`src/rtl/wpc_pkg.sv`:
```
// ----------------------------------------------------------------------------
// wpc_pkg
// Shared types and constants for the web port packet classifier.
// ----------------------------------------------------------------------------
package wpc_pkg;

  localparam int OFFSET_W = 16;           // byte offset counter width (8..32)
  localparam int CMP_W    = OFFSET_W + 1; // offsets plus header reach, no wrap

  localparam int CFG_IDX_W  = 3;
  localparam int CFG_DATA_W = 16;

  typedef enum logic [CFG_IDX_W-1:0] {
    CFG_LINK_MODE   = 3'd0,
    CFG_MPLS_ETYPE  = 3'd1,
    CFG_TAG_COLOR   = 3'd2,
    CFG_PORT_FIRST  = 3'd3,
    CFG_PORT_SECOND = 3'd4
  } cfg_idx_t;

  localparam logic [1:0] LINK_ETH  = 2'd0;
  localparam logic [1:0] LINK_HDLC = 2'd1;

  localparam logic [15:0] ETYPE_IPV4 = 16'h0800;
  localparam logic [15:0] ETYPE_VLAN = 16'h8100;
  localparam logic [7:0]  PROTO_TCP  = 8'd6;

  localparam logic [OFFSET_W-1:0] MPLS_LABEL_BYTES = OFFSET_W'(4);
  localparam logic [OFFSET_W-1:0] OFFSET_MAX       = {OFFSET_W{1'b1}};

  typedef struct packed {
    logic [1:0]  link_mode;
    logic [15:0] mpls_ethertype;
    logic [7:0]  tag_color;
    logic [15:0] port_first;
    logic [15:0] port_second;
  } cfg_t;

  typedef struct packed {
    logic [7:0] pkt_byte;
    logic       first_byte;
    logic       last_byte;
    logic [7:0] color_in;
  } item_t;

  typedef struct packed {
    logic       is_web;
    logic [7:0] color_out;
  } result_t;

endpackage

```
`src/rtl/wpc_in_reg.sv`:
```
// ----------------------------------------------------------------------------
// wpc_in_reg
// Input register: holds one accepted byte until the parser consumes it.
// ----------------------------------------------------------------------------
module wpc_in_reg import wpc_pkg::*; (
  input  logic  clk,
  input  logic  rst,
  input  logic  s_valid,
  output logic  s_ready,
  input  item_t s_item,
  input  logic  take,
  output logic  held_valid,
  output item_t held_item
);

  assign s_ready = !held_valid || take;

  always_ff @(posedge clk) begin
    if (rst) begin
      held_valid <= 1'b0;
    end else if (s_ready) begin
      held_valid <= s_valid;
    end
  end

  always_ff @(posedge clk) begin
    if (s_ready && s_valid) begin
      held_item <= s_item;
    end
  end

endmodule

```
`src/rtl/wpc_parser.sv`:
```
// ----------------------------------------------------------------------------
// wpc_parser
// Per-packet header walk: link type, optional VLAN tag and MPLS label,
// IPv4 IHL, TCP ports and data offset; forms the verdict on the last byte.
// ----------------------------------------------------------------------------
module wpc_parser import wpc_pkg::*; (
  input  logic    clk,
  input  logic    rst,
  input  logic    step,
  input  item_t   item,
  input  cfg_t    cfg,
  output result_t result
);

  typedef enum logic [1:0] {
    PH_LINK     = 2'd0,
    PH_IP       = 2'd1,
    PH_TCP_DONE = 2'd2,
    PH_VLAN     = 2'd3
  } phase_t;

  logic [OFFSET_W-1:0] byte_offset, byte_offset_next;
  phase_t              parse_phase, parse_phase_next;
  logic [15:0]         ether_kind, ether_kind_next;
  logic [OFFSET_W-1:0] ip_start, ip_start_next;
  logic [OFFSET_W-1:0] tcp_start, tcp_start_next;
  logic [OFFSET_W-1:0] payload_start, payload_start_next;
  logic [7:0]          ip_proto, ip_proto_next;
  logic [15:0]         src_port, src_port_next;
  logic [15:0]         dst_port, dst_port_next;
  logic [7:0]          held_color, held_color_next;
  logic                reject_flag, reject_flag_next;

  always_comb begin
    logic [OFFSET_W-1:0] o;
    logic [CMP_W-1:0]    oc;
    logic [CMP_W-1:0]    tc;
    logic [CMP_W-1:0]    count;
    logic [7:0]          b;
    logic                do_decide;
    logic [OFFSET_W-1:0] base;
    logic                color_ok;
    logic                port_ok;
    logic                match;

    b         = item.pkt_byte;
    do_decide = 1'b0;
    base      = '0;
    tc        = '0;

    byte_offset_next   = byte_offset;
    parse_phase_next   = parse_phase;
    ether_kind_next    = ether_kind;
    ip_start_next      = ip_start;
    tcp_start_next     = tcp_start;
    payload_start_next = payload_start;
    ip_proto_next      = ip_proto;
    src_port_next      = src_port;
    dst_port_next      = dst_port;
    held_color_next    = held_color;
    reject_flag_next   = reject_flag;

    // new packet: explicit first flag, or first byte after reset / last
    if (item.first_byte || byte_offset == '0) begin
      byte_offset_next   = '0;
      parse_phase_next   = PH_LINK;
      ether_kind_next    = '0;
      ip_start_next      = '0;
      tcp_start_next     = '0;
      payload_start_next = '0;
      ip_proto_next      = '0;
      src_port_next      = '0;
      dst_port_next      = '0;
      held_color_next    = item.color_in;
      reject_flag_next   = (cfg.link_mode != LINK_ETH) && (cfg.link_mode != LINK_HDLC);
    end

    o  = byte_offset_next;
    oc = {1'b0, o};

    if (!reject_flag_next) begin
      case (parse_phase_next)
        PH_LINK: begin
          if (cfg.link_mode == LINK_ETH) begin
            if (o == OFFSET_W'(12)) begin
              ether_kind_next = {b, 8'h00};
            end else if (o == OFFSET_W'(13)) begin
              ether_kind_next = ether_kind_next | {8'h00, b};
              if (ether_kind_next == ETYPE_VLAN) begin
                parse_phase_next = PH_VLAN;
              end else begin
                do_decide = 1'b1;
                base      = OFFSET_W'(14);
              end
            end
          end else begin
            if (o == OFFSET_W'(2)) begin
              ether_kind_next = {b, 8'h00};
            end else if (o == OFFSET_W'(3)) begin
              ether_kind_next = ether_kind_next | {8'h00, b};
              if (ether_kind_next == ETYPE_IPV4) begin
                ip_start_next    = OFFSET_W'(4);
                parse_phase_next = PH_IP;
              end else begin
                reject_flag_next = 1'b1;
              end
            end
          end
        end
        PH_VLAN: begin
          if (o == OFFSET_W'(16)) begin
            ether_kind_next = {b, 8'h00};
          end else if (o == OFFSET_W'(17)) begin
            ether_kind_next = ether_kind_next | {8'h00, b};
            do_decide       = 1'b1;
            base            = OFFSET_W'(18);
          end
        end
        PH_IP, PH_TCP_DONE: begin
          if (o >= ip_start_next) begin
            if (o == ip_start_next) begin
              tcp_start_next = ip_start_next + OFFSET_W'({b[3:0], 2'b00});
            end
            if (oc == {1'b0, ip_start_next} + CMP_W'(9)) begin
              ip_proto_next = b;
            end
            tc = {1'b0, tcp_start_next};
            if (oc == tc) begin
              src_port_next[15:8] = b;
            end
            if (oc == tc + CMP_W'(1)) begin
              src_port_next[7:0] = b;
            end
            if (oc == tc + CMP_W'(2)) begin
              dst_port_next[15:8] = b;
            end
            if (oc == tc + CMP_W'(3)) begin
              dst_port_next[7:0] = b;
            end
            if (parse_phase_next == PH_IP && oc == tc + CMP_W'(12)) begin
              payload_start_next = tcp_start_next + OFFSET_W'({b[7:4], 2'b00});
              parse_phase_next   = PH_TCP_DONE;
            end
          end
        end
        default: begin
        end
      endcase
    end

    // ethertype after the link header or the VLAN tag
    if (do_decide) begin
      if (ether_kind_next == cfg.mpls_ethertype) begin
        ip_start_next    = base + MPLS_LABEL_BYTES;  // no IP check past the label
        parse_phase_next = PH_IP;
      end else if (ether_kind_next == ETYPE_IPV4) begin
        ip_start_next    = base;
        parse_phase_next = PH_IP;
      end else begin
        reject_flag_next = 1'b1;
      end
    end

    count    = oc + CMP_W'(1);
    color_ok = (held_color_next == 8'h00) || (held_color_next == cfg.tag_color);
    port_ok  = (src_port_next == cfg.port_first) || (src_port_next == cfg.port_second) ||
               (dst_port_next == cfg.port_first) || (dst_port_next == cfg.port_second);
    match    = !reject_flag_next && color_ok && (parse_phase_next == PH_TCP_DONE) &&
               (ip_proto_next == PROTO_TCP) && (count > {1'b0, payload_start_next}) &&
               port_ok;

    result.is_web    = match;
    result.color_out = match ? cfg.tag_color : held_color_next;

    if (item.last_byte) begin
      byte_offset_next   = '0;
      parse_phase_next   = PH_LINK;
      ether_kind_next    = '0;
      ip_start_next      = '0;
      tcp_start_next     = '0;
      payload_start_next = '0;
      ip_proto_next      = '0;
      src_port_next      = '0;
      dst_port_next      = '0;
      held_color_next    = '0;
      reject_flag_next   = 1'b0;
    end else begin
      byte_offset_next = (o < OFFSET_MAX) ? o + OFFSET_W'(1) : OFFSET_MAX;
    end
  end

  always_ff @(posedge clk) begin
    if (rst) begin
      byte_offset   <= '0;
      parse_phase   <= PH_LINK;
      ether_kind    <= '0;
      ip_start      <= '0;
      tcp_start     <= '0;
      payload_start <= '0;
      ip_proto      <= '0;
      src_port      <= '0;
      dst_port      <= '0;
      held_color    <= '0;
      reject_flag   <= 1'b0;
    end else if (step) begin
      byte_offset   <= byte_offset_next;
      parse_phase   <= parse_phase_next;
      ether_kind    <= ether_kind_next;
      ip_start      <= ip_start_next;
      tcp_start     <= tcp_start_next;
      payload_start <= payload_start_next;
      ip_proto      <= ip_proto_next;
      src_port      <= src_port_next;
      dst_port      <= dst_port_next;
      held_color    <= held_color_next;
      reject_flag   <= reject_flag_next;
    end
  end

endmodule

```
`src/rtl/web_port_packet_classifier.sv`:
```
// ----------------------------------------------------------------------------
// web_port_packet_classifier
// Classifies captured packets, one byte per request, as web traffic by TCP
// port and recolors matching packets.
// ----------------------------------------------------------------------------
//  channel   dir  signals                      content
//  s_*       in   tvalid tready tdata tuser    tdata: pkt_byte, color_in
//                 tlast                        tuser: first_byte; tlast: last_byte
//  m_*       out  tvalid tready tdata tuser    tdata: color_out; tuser: is_web
//  cfg_*     in   we index data                register writes, no read-back
//
//  One byte per cycle sustained while no last byte waits for the result
//  register; a last byte goes through the input register, then the parse
//  logic into the result reg, and its result is valid from there.
//  rst (synchronous) empties both registers, clears the parse state and
//  loads register defaults.
//  While m_tready is low non-last bytes keep flowing; a last byte waits in
//  the input register until the result register is free.
// ----------------------------------------------------------------------------
module web_port_packet_classifier import wpc_pkg::*; (
  input  logic                  clk,
  input  logic                  rst,
  input  logic                  s_tvalid,
  output logic                  s_tready,
  input  logic [15:0]           s_tdata,   // [7:0] pkt_byte, [15:8] color_in
  input  logic                  s_tuser,   // first_byte
  input  logic                  s_tlast,   // last_byte
  output logic                  m_tvalid,
  input  logic                  m_tready,
  output logic [7:0]            m_tdata,   // [7:0] color_out
  output logic                  m_tuser,   // is_web
  input  logic                  cfg_we,
  input  logic [CFG_IDX_W-1:0]  cfg_index,
  input  logic [CFG_DATA_W-1:0] cfg_data
);

  cfg_t    cfg;
  item_t   s_item;
  item_t   held_item;
  logic    held_valid;
  logic    out_free;
  logic    step;
  result_t result;

  always_ff @(posedge clk) begin
    if (rst) begin
      cfg.link_mode      <= LINK_ETH;
      cfg.mpls_ethertype <= 16'h8847;
      cfg.tag_color      <= 8'd1;
      cfg.port_first     <= 16'd80;
      cfg.port_second    <= 16'd443;
    end else if (cfg_we) begin
      case (cfg_idx_t'(cfg_index))
        CFG_LINK_MODE:   cfg.link_mode      <= cfg_data[1:0];
        CFG_MPLS_ETYPE:  cfg.mpls_ethertype <= cfg_data;
        CFG_TAG_COLOR:   cfg.tag_color      <= cfg_data[7:0];
        CFG_PORT_FIRST:  cfg.port_first     <= cfg_data;
        CFG_PORT_SECOND: cfg.port_second    <= cfg_data;
        default: begin
        end
      endcase
    end
  end

  assign s_item.pkt_byte   = s_tdata[7:0];
  assign s_item.color_in   = s_tdata[15:8];
  assign s_item.first_byte = s_tuser;
  assign s_item.last_byte  = s_tlast;

  assign out_free = !m_tvalid || m_tready;
  assign step     = held_valid && (!held_item.last_byte || out_free);

  wpc_in_reg u_in_reg (
    .clk       (clk),
    .rst       (rst),
    .s_valid   (s_tvalid),
    .s_ready   (s_tready),
    .s_item    (s_item),
    .take      (step),
    .held_valid(held_valid),
    .held_item (held_item)
  );

  wpc_parser u_parser (
    .clk   (clk),
    .rst   (rst),
    .step  (step),
    .item  (held_item),
    .cfg   (cfg),
    .result(result)
  );

  // result register
  always_ff @(posedge clk) begin
    if (rst) begin
      m_tvalid <= 1'b0;
    end else if (out_free) begin
      m_tvalid <= step && held_item.last_byte;
    end
  end

  always_ff @(posedge clk) begin
    if (step && held_item.last_byte) begin
      m_tdata <= result.color_out;
      m_tuser <= result.is_web;
    end
  end

endmodule

```
`config.mk`:
```
export PLATFORM = sky130hd
export DESIGN_NAME = web_port_packet_classifier
export DESIGN_NICKNAME = d
export VERILOG_FILES = /design/src/rtl/wpc_pkg.sv /design/src/rtl/wpc_in_reg.sv /design/src/rtl/wpc_parser.sv /design/src/rtl/web_port_packet_classifier.sv
export SDC_FILE = /design/constraint.sdc
export NUM_CORES = 1
export LEC_CHECK = 0
export BUFFER_PORTS_ARGS = -buffer_cell sky130_fd_sc_hd__buf_4
export CAP_MARGIN = 15
export CELL_PAD_IN_SITES_DETAIL_PLACEMENT = 1
export CELL_PAD_IN_SITES_GLOBAL_PLACEMENT = 2
export CORE_MARGIN = 2
export CORE_UTILIZATION = 38
export DETAILED_ROUTE_END_ITERATION = 12
export PLACE_DENSITY_LB_ADDON = 0.3
export SYNTH_ARGS = -nofsm -noshare
export SYNTH_HDL_FRONTEND = slang
export SYNTH_SLANG_ARGS = --single-unit
```
`constraint.sdc`:
```
create_clock -name clk -period 12.7 [get_ports clk]
set_clock_uncertainty 0.1 [all_clocks]
set_input_delay 1.27 -clock clk [delete_from_list [all_inputs] [get_ports clk]]
set_output_delay 1.27 -clock clk [all_outputs]
set_load 0.01 [all_outputs]
```
==> results.toml <==
[run_status]
outcome = "completed"

[setup_path]
crit_buf_inv = 4
worst_path_max_delay_cell = "sky130_fd_sc_hd__dfxtp_1"
crit-reg2reg-capture = "m_tdata[5]"
data_required_time_of_the_critical_path_ps = 12930
critical_path.endpoint_type = "flip-flop"
endpoint_arrival_time_on_the_critical_path_ps = 10020
r2r_start = "u_parser.byte_offset[3]"
worst_reg_to_reg_path_cell_count = 38
timing.reg2reg.setup_slack_ps = 2910
crit_path_max_incr_delay_ps = 570
timing.critical_path.fanout_max = 50
worst-setup-path-type = "flip-flop to flip-flop"
critical-path-top-delay-family = "compound AO/OA/AOI/OAI gates"
start_kind = "flip-flop"

[global_routing]
grt_remaining_overflow = 0
grt_pass1_vias = 17300
antenna_found_initial = 0
first_pass_grt_wire_length_um = 106000
track_usage_pct = 29.2
grt_start_max_net_pins = 117

[pwr]
power_per_cell_area_mw_per_mm2 = 91.3
leakage_power_total_nw = 6.57
max-vdd-ir-drop_uv = 99.2

[route]
routedWlPerCell_um = 24.7
drt-initial-drc-count = 1509
drt_first_pass_iters = 11
wl_um = 68800
postRouteAntennaNets = 0
vias_per_cell = 6.21
dr_total_vias = 17300
detail_route.drc_violations = 0

[synth]
synth_edf_count = 27
share_of_yosys_cell_area_claimed_by_the_top_area_cell_type_pct = 22.8
synthMostInstantiatedCell = "sky130_fd_sc_hd__nand2_1"
synth_warnings = 0
synth.cells.most_frequent = "sky130_fd_sc_hd__nand2_1 (305), sky130_fd_sc_hd__nor2_1 (253), sky130_fd_sc_hd__dfxtp_1 (191), sky130_fd_sc_hd__a21oi_1 (148), sky130_fd_sc_hd__clkbuf_1 (104)"
synth_sequential_area_ratio_pct = 27.7
yosys.area.top_type = "sky130_fd_sc_hd__dfxtp_1"
post_synth_instance_area_mm2 = 0.0167
cells_after_synth = 2212
yosys_most_used_dff = "sky130_fd_sc_hd__dfxtp_1"
synth_fp_nets = 2310
ys_top_cells_by_area = "sky130_fd_sc_hd__dfxtp_1 (23%), sky130_fd_sc_hd__nand2_1 (6.8%), sky130_fd_sc_hd__nor2_1 (5.7%)"
yosys.cell_types.count = 107
ys_async_sr_fraction_pct = 0
yosys_register_bits = 218
synth_area_per_cell_um2 = 7.57

[cts]
root_buffer = "sky130_fd_sc_hd__clkbuf_16"
cts.reportedPaths.clkPinSlew_ps = 60
cts.repair_timing.setup_buffer_count = 0
clock_tree.htree_level_count = 1
resized_cells_post_cts = 0
cts_bufs_inserted = 27
clock_insertion_delay_worst_skew_ps = 580
cts-root-to-sink-buffers = 3
postCtsHoldBufs = 0
cts_num_sinks = 218
tritoncts = "yes"

[job]
cap_violations = 0

[sta]
period_minus_slack_ps = 9790
max_freq_mhz = 102
post-route-period-util_pct = 77.1
finalSetupViolations = 0
final-hold-violation-count = 0
post_route_setup_tns_ps = 0
final_max_tran_viols = 0
timing_worst_slew_pin_value_ps = 1100
worst_slew_margin_rel_pct = 26.7
rsz0062_at_grt = "no"

[finish]
fill_cells = 5328
layout.core_utilization_pct = 42.6
fin_area_mm2 = 0.0184
nNetsFinal = 2276
flow.area_growth_from_synthesis_pct = 10.2
final_layout_size_suffix_gt1_share_pct = 9.05
n_antenna_cell = 0

[place]
detailed_place_hpwl_um = 51700
post_dp_cell_area_mm2 = 0.0175
finalWeightedCongestion = 0.972
port_buffers = 52

[hold_path]
hold-path-cell-count = 2
worst_hold_path.endpoint = "cfg[34]"
holdCritStartpoint = "cfg[34]"
hold_path_class = "flip-flop to flip-flop"

[floorplan]
boundaryPins = 53
dieWidth_um = 214
die-area_mm2 = 0.0458
core_area_mm2 = 0.0433
dieHeight_um = 214
fp-row-count = 76
initial_utilization_pct = 38.7
power breakdown:
group	leakage (nW)	internal [mW]	total [mW]	switching, mW
sequential	1.80	0.708	0.722	0.0137
clock	0.434	0.471	0.797	0.326
combinational	4.34	0.0516	0.164	0.113
total	6.57	1.23	1.68	0.453
worst max-delay path by stage:
stage | from | endpoint | slack (ps) | cells after the start
floorplan | u_parser.byte_offset[2] | m_tdata[5] | 1820 | 52
global placement | u_parser.byte_offset[3] | m_tdata[5] | 3390 | 38
detailed placement | u_parser.byte_offset[3] | m_tdata[5] | 3130 | 38
CTS | u_parser.byte_offset[3] | m_tdata[5] | 3100 | 38
global route | u_parser.byte_offset[12] | m_tdata[5] | 2240 | 38
finish | u_parser.byte_offset[3] | m_tdata[5] | 2910 | 38
metrics by stage:
| stage | total power, mW | hold WS [ps] | setup slack, ps | instances |
|---|---|---|---|---|
| floorplan | 0.829 | 336 | 1820 | 2212 |
| CTS | 1.70 | 358 | 3100 | 2781 |
| finish | 1.68 | 354 | 2910 | 2783 |
| detailed placement | 0.900 | 350 | 3130 | 2732 |
| global placement | 0.896 | 345 | 3390 | 2732 |
| global route | 1.74 | 378 | 2240 | 2783 |
cell families (layout without fill, tap and decap cells):
| group | Yosys count | after routing | share of synthesized area [%] |
|---|---|---|---|
| AO/OA/AOI/OAI | 579 | 579 | 23.7 |
| XOR/XNOR | 154 | 154 | 8.14 |
| adder cells (fa/ha/maj) | 57 | 57 | 4.29 |
| buffers and inverters | 218 | 204 | 5.21 |
| flip-flops | 218 | 218 | 27.7 |
| multiplexers | 49 | 49 | 3.12 |
| AND/OR/NAND/NOR | 937 | 937 | 27.9 |
layout make-up:
| class | count | area, um2 | share of cell area [%] |
|---|---|---|---|
| Clock buffer | 44 | 801 | 4.34 |
| Sequential cell | 218 | 4630 | 25.1 |
| Clock inverter | 5 | 93.8 | 0.509 |
| Timing Repair Buffer | 86 | 653 | 3.54 |
| Inverter | 69 | 259 | 1.40 |
| Tap cell | 585 | 732 | 3.97 |
| Multi-Input combinational cell | 1776 | 11300 | 61.1 |
registers in the layout, indices dropped and copies added, names as in the netlist:
| signal | flops |
|---|---|
| u_parser.held_color | 8 |
| m_tdata | 8 |
| cfg | 58 |
| u_parser.byte_offset | 16 |
| u_parser.dst_port | 16 |
| u_parser.tcp_start | 16 |
| u_parser.ip_start | 16 |
| m_tuser | 1 |
| u_parser.parse_phase | 2 |
| u_parser.reject_flag | 1 |
| u_parser.src_port | 16 |
| m_tvalid | 1 |
| u_parser.ip_proto | 8 |
| u_parser.payload_start | 16 |
| u_in_reg.held_item | 18 |
| u_in_reg.held_valid | 1 |
| u_parser.ether_kind | 16 |
cell usage in the layout (no fill, tap or decap), types with 13 or more instances in the layout:
cell type / n
sky130_fd_sc_hd__o211ai_1: 19
sky130_fd_sc_hd__nand3b_1: 17
sky130_fd_sc_hd__xnor2_1: 100
sky130_fd_sc_hd__a31oi_1: 35
sky130_fd_sc_hd__buf_4: 84
sky130_fd_sc_hd__nor3_1: 37
sky130_fd_sc_hd__ha_1: 55
sky130_fd_sc_hd__a22oi_1: 93
sky130_fd_sc_hd__edfxtp_1: 27
sky130_fd_sc_hd__o32ai_1: 14
sky130_fd_sc_hd__nand2_1: 304
sky130_fd_sc_hd__inv_1: 66
sky130_fd_sc_hd__nor4_1: 28
sky130_fd_sc_hd__or3_1: 15
sky130_fd_sc_hd__nor2_1: 253
sky130_fd_sc_hd__nand4_1: 30
sky130_fd_sc_hd__dfxtp_1: 191
sky130_fd_sc_hd__mux2_2: 16
sky130_fd_sc_hd__and3_1: 26
sky130_fd_sc_hd__clkbuf_16: 28
sky130_fd_sc_hd__o21a_1: 13
sky130_fd_sc_hd__a21oi_1: 148
sky130_fd_sc_hd__xor2_1: 53
sky130_fd_sc_hd__mux2i_1: 30
sky130_fd_sc_hd__o2111ai_1: 15
sky130_fd_sc_hd__nor2b_1: 16
sky130_fd_sc_hd__o31ai_1: 13
sky130_fd_sc_hd__o21ai_0: 83
sky130_fd_sc_hd__nand3_1: 71
sky130_fd_sc_hd__and2_1: 36
worst min-delay path, stage by stage, from the launching register on:
cell and delay (ps):
sky130_fd_sc_hd__dfxtp_1 310, sky130_fd_sc_hd__nand2_1 50, sky130_fd_sc_hd__a21oi_1 50
routing by layer:
metal	share of wire (%)	vias to the layer above	GRT usage, %
met5	0	-	0
li1	-	7956	-
met1	44	8668	38.3
met3	4.3	149	2.64
met4	4.5	0	12.0
met2	47	506	49.4
No activity file was read; power rests on OpenSTA's default activity.
